<file path="config.mk">
export PLATFORM = sky130hd
export DESIGN_NAME = dna_kmer_extractor_core
export DESIGN_NICKNAME = d
export VERILOG_FILES = /design/src/rtl/core/dkx_pkg.sv /design/src/rtl/core/dkx_decode.sv /design/src/rtl/core/dkx_track.sv /design/src/rtl/core/dna_kmer_extractor_core.sv
export SDC_FILE = /design/constraint.sdc
export NUM_CORES = 1
export LEC_CHECK = 0
export BUFFER_PORTS_ARGS = -buffer_cell sky130_fd_sc_hd__buf_2
export CAP_MARGIN = 20
export CORE_ASPECT_RATIO = 1.25
export CORE_MARGIN = 1
export CORE_UTILIZATION = 40
export DETAILED_ROUTE_END_ITERATION = 7
export HOLD_SLACK_MARGIN = 0.02
export MAX_ROUTING_LAYER = met4
export PLACE_DENSITY = 0.7
export SYNTH_ARGS = -nofsm -noshare
export SYNTH_HDL_FRONTEND = slang
export SYNTH_HIERARCHICAL = 1
export SYNTH_SLANG_ARGS = --single-unit
export TNS_END_PERCENT = 30
</file>
<file path="constraint.sdc">
create_clock -name clk -period 12.78 [get_ports clk]
set_clock_uncertainty 0.05 [all_clocks]
set_input_delay 1.278 -clock clk [delete_from_list [all_inputs] [get_ports clk]]
set_output_delay 1.278 -clock clk [all_outputs]
set_load 0.02 [all_outputs]
</file>
<file path="src/rtl/core/dkx_pkg.sv">
package dkx_pkg;

  // Field widths of the result channel.
  localparam int KmerBits  = 64;
  localparam int StartBits = 40;
  localparam int SeqBits   = 24;

  // Characters of the FASTA text that the parser reacts to.
  localparam logic [7:0] CharNewline = 8'h0A;
  localparam logic [7:0] CharMarker  = 8'h3E;
  localparam logic [7:0] CharA       = 8'h41;
  localparam logic [7:0] CharC       = 8'h43;
  localparam logic [7:0] CharG       = 8'h47;
  localparam logic [7:0] CharT       = 8'h54;
  localparam logic [7:0] CharUpperZ  = 8'h5A;
  localparam logic [7:0] CharLowerA  = 8'h61;
  localparam logic [7:0] CharLowerZ  = 8'h7A;

  // Two-bit base codes.
  localparam logic [1:0] CodeA = 2'd0;
  localparam logic [1:0] CodeC = 2'd1;
  localparam logic [1:0] CodeG = 2'd2;
  localparam logic [1:0] CodeT = 2'd3;

  typedef struct packed {
    logic       newline;
    logic       marker;
    logic       letter;
    logic       base;
    logic [1:0] code;
  } symbol_class_t;

  typedef struct packed {
    logic [KmerBits-1:0]  kmer;
    logic [StartBits-1:0] start_position;
    logic [SeqBits-1:0]   sequence_number;
  } result_t;

endpackage

</file>
<file path="src/rtl/core/dkx_decode.sv">
module dkx_decode (
  input  logic [7:0]             symbol,
  output dkx_pkg::symbol_class_t cls
);

  always_comb begin
    cls.newline = (symbol == dkx_pkg::CharNewline);
    cls.marker  = (symbol == dkx_pkg::CharMarker);
    cls.letter  = ((symbol >= dkx_pkg::CharA) && (symbol <= dkx_pkg::CharUpperZ)) ||
                  ((symbol >= dkx_pkg::CharLowerA) && (symbol <= dkx_pkg::CharLowerZ));
    cls.base = 1'b1;
    cls.code = dkx_pkg::CodeA;
    unique case (symbol)
      dkx_pkg::CharA: cls.code = dkx_pkg::CodeA;
      dkx_pkg::CharC: cls.code = dkx_pkg::CodeC;
      dkx_pkg::CharG: cls.code = dkx_pkg::CodeG;
      dkx_pkg::CharT: cls.code = dkx_pkg::CodeT;
      default: begin
        // Any other letter shifts in a zero code and breaks the run.
        cls.base = 1'b0;
        cls.code = dkx_pkg::CodeA;
      end
    endcase
  end

endmodule

</file>
<file path="src/rtl/core/dkx_track.sv">
module dkx_track #(
  parameter int KMER_LENGTH   = 32,
  parameter int POSITION_BITS = 40
) (
  input  logic                   clk,
  input  logic                   rst,
  input  logic                   advance,
  input  dkx_pkg::symbol_class_t cls,
  output logic                   emit,
  output dkx_pkg::result_t       result
);

  localparam int ShiftBits = 2 * KMER_LENGTH;
  localparam int RunBits   = $clog2(KMER_LENGTH + 1);
  localparam logic [RunBits-1:0]       RunFull = RunBits'(KMER_LENGTH);
  localparam logic [POSITION_BITS-1:0] PosBack = POSITION_BITS'(KMER_LENGTH);

  logic [ShiftBits-1:0]       kmer_shift, kmer_shift_next;
  logic [RunBits-1:0]         run_length, run_length_next;
  logic [POSITION_BITS-1:0]   position_count, position_count_next;
  logic [dkx_pkg::SeqBits-1:0] sequence_count, sequence_count_next;
  logic                       in_header, in_header_next;
  logic [POSITION_BITS-1:0]   start_pos;

  always_comb begin
    kmer_shift_next     = kmer_shift;
    run_length_next     = run_length;
    position_count_next = position_count;
    sequence_count_next = sequence_count;
    in_header_next      = in_header;
    emit                = 1'b0;
    if (advance) begin
      priority if (in_header) begin
        if (cls.newline) begin
          in_header_next = 1'b0;
        end
      end else if (cls.marker) begin
        in_header_next      = 1'b1;
        sequence_count_next = sequence_count + 1'b1;
        run_length_next     = '0;
        position_count_next = position_count + 1'b1;
      end else if (cls.letter) begin
        kmer_shift_next = ShiftBits'({kmer_shift, cls.code});
        position_count_next = position_count + 1'b1;
        if (cls.base) begin
          run_length_next = (run_length == RunFull) ? RunFull : run_length + 1'b1;
        end else begin
          run_length_next = '0;
        end
        emit = cls.base && (run_length_next == RunFull);
      end else begin
        // Any other non-letter outside a header leaves the state alone.
      end
    end
  end

  assign start_pos = position_count_next - PosBack;

  always_comb begin
    result.kmer            = dkx_pkg::KmerBits'(kmer_shift_next);
    result.start_position  = dkx_pkg::StartBits'(start_pos);
    result.sequence_number = sequence_count_next;
  end

  always_ff @(posedge clk) begin
    if (rst) begin
      kmer_shift     <= '0;
      run_length     <= '0;
      position_count <= '0;
      sequence_count <= '0;
      in_header      <= 1'b1;
    end else begin
      kmer_shift     <= kmer_shift_next;
      run_length     <= run_length_next;
      position_count <= position_count_next;
      sequence_count <= sequence_count_next;
      in_header      <= in_header_next;
    end
  end

endmodule

</file>
<file path="src/rtl/core/dna_kmer_extractor_core.sv">
// Path: an accepted symbol is registered in the input stage, parsed combinationally,
// and its k-mer is registered in the result register that drives the result ports.
// Throughput: one symbol per cycle; the input stage and the result register stall only
// while a finished k-mer waits on result_ready.
// Reset (rst, synchronous, active high): both stages empty, counters and the shift
// register cleared, and the parser placed inside the leading header line.
module dna_kmer_extractor_core #(
  parameter int KMER_LENGTH   = 32,
  parameter int POSITION_BITS = 40
) (
  input  logic                          clk,
  input  logic                          rst,
  input  logic                          symbol_valid,
  output logic                          symbol_ready,
  input  logic [7:0]                    symbol,
  output logic                          result_valid,
  input  logic                          result_ready,
  output logic [dkx_pkg::KmerBits-1:0]  kmer,
  output logic [dkx_pkg::StartBits-1:0] start_position,
  output logic [dkx_pkg::SeqBits-1:0]   sequence_number
);

  // Input stage: one registered symbol waiting to be parsed.
  logic       stage_valid;
  logic [7:0] stage_symbol;

  // The parse step runs when the staged symbol can hand any result it makes to the
  // output register, that is when that register is empty or is being drained.
  logic advance;
  logic emit;

  dkx_pkg::symbol_class_t cls;
  dkx_pkg::result_t       result;
  dkx_pkg::result_t       result_q;

  assign advance      = stage_valid && (!result_valid || result_ready);
  assign symbol_ready = !stage_valid || advance;

  always_ff @(posedge clk) begin
    if (rst) begin
      stage_valid <= 1'b0;
    end else if (symbol_ready) begin
      stage_valid <= symbol_valid;
    end
  end

  always_ff @(posedge clk) begin
    if (symbol_ready && symbol_valid) begin
      stage_symbol <= symbol;
    end
  end

  dkx_decode u_decode (
    .symbol (stage_symbol),
    .cls    (cls)
  );

  // Parser state: header tracking, the base shift register, the run of valid bases,
  // and the position and sequence counters. It offers the next k-mer combinationally.
  dkx_track #(
    .KMER_LENGTH   (KMER_LENGTH),
    .POSITION_BITS (POSITION_BITS)
  ) u_track (
    .clk     (clk),
    .rst     (rst),
    .advance (advance),
    .cls     (cls),
    .emit    (emit),
    .result  (result)
  );

  // Result register. A waiting k-mer holds until it is taken; a symbol that makes no
  // k-mer still retires through the parse step whenever the register can move.
  always_ff @(posedge clk) begin
    if (rst) begin
      result_valid <= 1'b0;
    end else if (advance) begin
      result_valid <= emit;
    end else if (result_ready) begin
      result_valid <= 1'b0;
    end
  end

  always_ff @(posedge clk) begin
    if (advance && emit) begin
      result_q <= result;
    end
  end

  assign kmer            = result_q.kmer;
  assign start_position  = result_q.start_position;
  assign sequence_number = result_q.sequence_number;

endmodule
</file>
# Yosys cells after proc, flatten, opt, wreduce, memory -nomap -nowiden
# Index checks and enable logic that the tools add are counted.
dict set report classes {
  bitwise 1
  n_reduce_logical 15
  eq_ne 8
  magnitude_cmp 4
  mux 30
  addsub 4
}
# cell count
set op_table {}
lappend op_table {{$mux W64} 4}
lappend op_table {{$mux W40} 4}
lappend op_table {{$mux W24} 3}
lappend op_table {{$mux W6} 8}
lappend op_table {{$add A40 B1 Y40 const B} 1}
lappend op_table {{$sub A40 B6 Y40 const B} 1}
lappend op_table {{$eq A8 B7 Y1 const B} 4}
lappend op_table {{$add A24 B1 Y24 const B} 1}
lappend op_table {{$ge A8 B7 Y1 const B} 2}
lappend op_table {{$le A8 B7 Y1 const B} 2}
lappend op_table {{$eq A6 B6 Y1 const B} 2}
lappend op_table {{$mux W1} 10}
lappend op_table {{$eq A8 B4 Y1 const B} 1}
lappend op_table {{$eq A8 B6 Y1 const B} 1}
lappend op_table {{$add A6 B1 Y6 const B} 1}
lappend op_table {{$logic_and A1 B1 Y1} 6}
lappend op_table {{$pmux W2 S3} 1}
lappend op_table {{$reduce_bool A2 Y1} 2}
lappend op_table {{$reduce_or A4 Y1} 1}
lappend op_table {{$logic_or A1 B1 Y1} 3}
lappend op_table {{$reduce_and A3 Y1} 1}
lappend op_table {{$logic_not A1 Y1} 2}
lappend op_table {{$not A1 Y1} 1}
dict set report word_totals {
  inputBits 12
  ff_bits 273
  wordCells 73
  out_inout_bits 130
}

# Logic depth before layout (Yosys ltp)
dict set report logic_depth {
  word_depth 15
  ltp_mapped 13
  mapped_depth_nobuf 12
}

# Hierarchy
# Netlist, hierarchy kept.
# module cells_per_inst instances seq_area_each_um2 area_each_um2
set modules_own_cells {}
lappend modules_own_cells {dkx_track 753 1 2702.6 6865.3}
lappend modules_own_cells {dna_kmer_extractor_core 147 1 4124.0 4186.5}
lappend modules_own_cells {dkx_decode 24 1 0.0 155.1}

# Worst setup path before layout
# Ideal clock, no wire load.
dict set report synth_timing {
  path_type {input -> register}
  startpoint {input port result_ready}
  endpoint {register result_q (netlist bit kmer[0]) (enable)}
  t_arrival_ns 8.939
  setup_ns 0.632
  n_path_buf 3
  setup_slack_ns 3.159
  required_ns 12.098
  stages 11
  cell_sequence {nand2b_1 -> and2_1 -> nand2b_1 -> buf_2 -> nor3b_1 -> clkbuf_1 -> clkbuf_1 -> nand2_1 -> nor4_1 -> nand2_1 -> nor2b_1}
}
dict set report synth_via {
  elab_chain_cells 4
}
# element line
set synth_lines {}
lappend synth_lines {{from (decl)} dna_kmer_extractor_core.sv:17} ;# input logic result_ready,
lappend synth_lines {{$logic_or A1 B1 Y1} dna_kmer_extractor_core.sv:36} ;# assign advance = stage_valid && (!result_valid || result_ready);
lappend synth_lines {{$logic_and A1 B1 Y1} dna_kmer_extractor_core.sv:36}
lappend synth_lines {{via advance} dna_kmer_extractor_core.sv:29} ;# logic advance;
lappend synth_lines {{$mux W1} dkx_track.sv:32} ;# if (advance) begin
lappend synth_lines {{via emit} dna_kmer_extractor_core.sv:30} ;# logic emit;
lappend synth_lines {{$logic_and A1 B1 Y1} dna_kmer_extractor_core.sv:85} ;# if (advance && emit) begin
lappend synth_lines {{to (signal assigned)} dna_kmer_extractor_core.sv:86} ;# result_q <= result;
lappend synth_lines {{to (decl)} dna_kmer_extractor_core.sv:34} ;# dkx_pkg::result_t result_q;
# The timed path passes the listed nets, and every way through them passes these cells.
# A chain may end at the register's enable or synchronous reset.

==> flow_summary.yaml <==
final_layout:
  n_antenna_cell: 0
  regArea_um2: 6830
  nets: 1077
  drive_gt1_frac: 0.256
  multi_input_area_um2: 4130
  final_core_util: 0.475
  area_growth_syn_to_layout_pct: 16.9
  final_cell_area_um2: 13100
  n_fill_cell: 2510
drt:
  first_iter_violations: 324
  wl_per_cell_um: 15.3
  vias_per_cell: 5.02
  ant_nets: 0
  drt_first_pass_iters: 5
  drc: 0
  vias: 7181
  routed_wl_um: 21900
setup_path:
  required_ns: 13.00
  crit_fanout: 11
  crit_path_end_kind: "register"
  critPathKind: "reg2reg"
  critPathLaunchType: "register"
  critPathArrivalTime_ns: 4.84
  reg2reg_depth: 11
clock_network:
  ctsResizeCount: 0
  cts_buffers: 27
  cts_setup_buffers: 0
  clockBufferDepth: 3
  cts.sinks: 273
  htreeDepth: 1
  cts_tree: "done"
  clk_latency_ns: 0.53
  cts_root_buffer: "clkbuf_16"
  cts.reportedPaths.clkPinSlew_ns: 0.06
  ctsHoldBuffers: 0
synthesis:
  syn_area_um2: 11200
  async_flop_share: 0
  synth_seq_cells: 273
  synth_ff_type: "dfxtp_1"
  postSynthCellCount: 924
  ys_seq_area_frac: 0.609
  yosysWarnings: 6
  ys_top_cells_by_area: "edfxtp_1 (36%), dfxtp_1 (24%), mux2_2 (6.7%)"
  synth_cell_types: 60
  syn_avg_cell_area_um2: 12.1
  yosys.area.top_type: "edfxtp_1"
  syn-num-nets: 941
  synth_top_area_frac: 0.364
  synth_edf_count: 136
floorplanning:
  io_pins: 142
  core_region_area_um2: 27600
  dieArea_um2: 28700
  rows: 68
  start_util: 0.407
  fp.dieW_um: 152
  die_y_um: 189
timing:
  worst_pin_slew_ns: 0.984
  final.min_clock_period_ns: 4.61
  fmax_ghz: 0.217
  finalMaxSlewViolations: 0
  setup_tns_ns: 0
  rsz0062_at_grt: "false"
  setup_slack_ns: 8.17
  hold_viol: 0
  setup_violations: 0
  slew_headroom: 0.344
  post-route-period-util: 0.361
grt:
  overflow: 0
  grt.total_usage: 0.157
  grt_pass1_vias: 7078
  grt_first_pass_wirelength_um: 35000
  antenna_found_initial: 0
  grt_max_degree: 76
hold_path:
  worstHoldPathType: "reg2reg"
  hold_path_depth: 1
power_and_ir_drop:
  power_density_nw_per_um2: 132
  power.leakage_nw: 4.64
  irDropWorstVdd_v: 0.0000944
placed_design:
  preCtsSetupSlack_ns: 7.72
  placed_cell_area_um2: 12200
  globalplace.congestion: 0.936
  dp_hpwl_um: 14700
  port_buffers: 141
run:
  cap_viol_max_count: 0
status:
  outcome: "finished, final reports clean"
logic make-up (layout without fill, tap and decap cells):
logic type / after synthesis / count (layout) / synth area share
and+or+nand+nor: 394 / 394 / 0.200
DFF: 273 / 273 / 0.609
xor gates and xnor gates: 90 / 90 / 0.0703
muxes: 68 / 68 / 0.0682
buffers and inverters: 54 / 211 / 0.0238
AOI/OAI and AO/OA: 40 / 40 / 0.0234
adders and majority gates: 5 / 5 / 0.00558
critical path: stages, from the launching register on:
cell	delay, ns
edfxtp_1	0.48
a21oi_1	0.18
nor2_1	0.06
a211oi_1	0.48
or2_2	0.24
nand3_1	0.41
o21a_1	0.34
nor4_1	0.42
nand4_1	0.37
nor3_2	0.65
or4b_1	0.51
xor2_1	0.16
report_power, final:
group | total (mW) | internal, mW | switching, mW
logic | 0.0154 | 0.00419 | 0.0112
registers | 0.916 | 0.913 | 0.00291
clock network | 0.801 | 0.475 | 0.326
synth_stat cells (all sizes together) (8+ instances only):
cell and number:
nor2b 98, clkbuf 26, a21oi 14, or3 9, nand3 32, nor3 23, and2 8, nand2 41
nor2 84, edfxtp 136, nor4 25, xor2 43, xnor2 47, mux2 67, dfxtp 137, inv 16
and3 16, buf 12, nand4 28
layout make-up:
class | instances | area share
timing repair buffer | 145 | 0.0563
sequential | 273 | 0.521
inverter | 16 | 0.00458
clock buffer | 37 | 0.0575
multi-input combinational | 597 | 0.315
tap | 350 | 0.0334
clock inverter | 13 | 0.0122
sequential cells by signal (all words and copies together), names as in the netlist:
| signal | flops |
|---|---|
| u_track/sequence_count | 24 |
| u_track/in_header | 1 |
| u_track/position_count | 40 |
| stage_valid | 1 |
| u_track/run_length | 6 |
| stage_symbol | 8 |
| kmer | 64 |
| start_position | 40 |
| result_valid | 1 |
| u_track/kmer_shift | 64 |
| sequence_number | 24 |
path summary, 6_finish.rpt:
kind                           from                  to  slack, ns
setup / recovery    stage_symbol[0]  start_position[39]       8.17
hold / removal    u_track/in_header   u_track/in_header       0.46
setup reg to reg    stage_symbol[0]  start_position[39]       8.17
hold reg to reg   u_track/in_header   u_track/in_header       0.46
layer usage:
metal | GRT usage | wire length (µm)
met4 | 0.0632 | 649
met3 | 0.0236 | 831
met1 | 0.184 | 9250
met2 | 0.268 | 11100
met5 | - | 0
through the flow:
step                      instances  hold slack (ns)  power, mW
final                          1431            0.459       1.73
after global routing           1431            0.513       1.79
after CTS                      1431            0.451       1.76
after detailed placement       1381            0.436      0.951
after global placement         1381            0.422      0.950
after floorplan                 924            0.406      0.945
layout by cell type, fill, tap and decap left out, drive strengths merged, types with 25 or more instances in the layout:
master / instances
nor4: 25
clkbuf: 37
xor2: 43
nand4: 28
dfxtp: 137
buf: 145
nor2b: 98
xnor2: 47
nand3: 32
mux2: 67
edfxtp: 136
nand2: 41
nor2: 84
No activity file was read; power rests on OpenSTA's default activity.
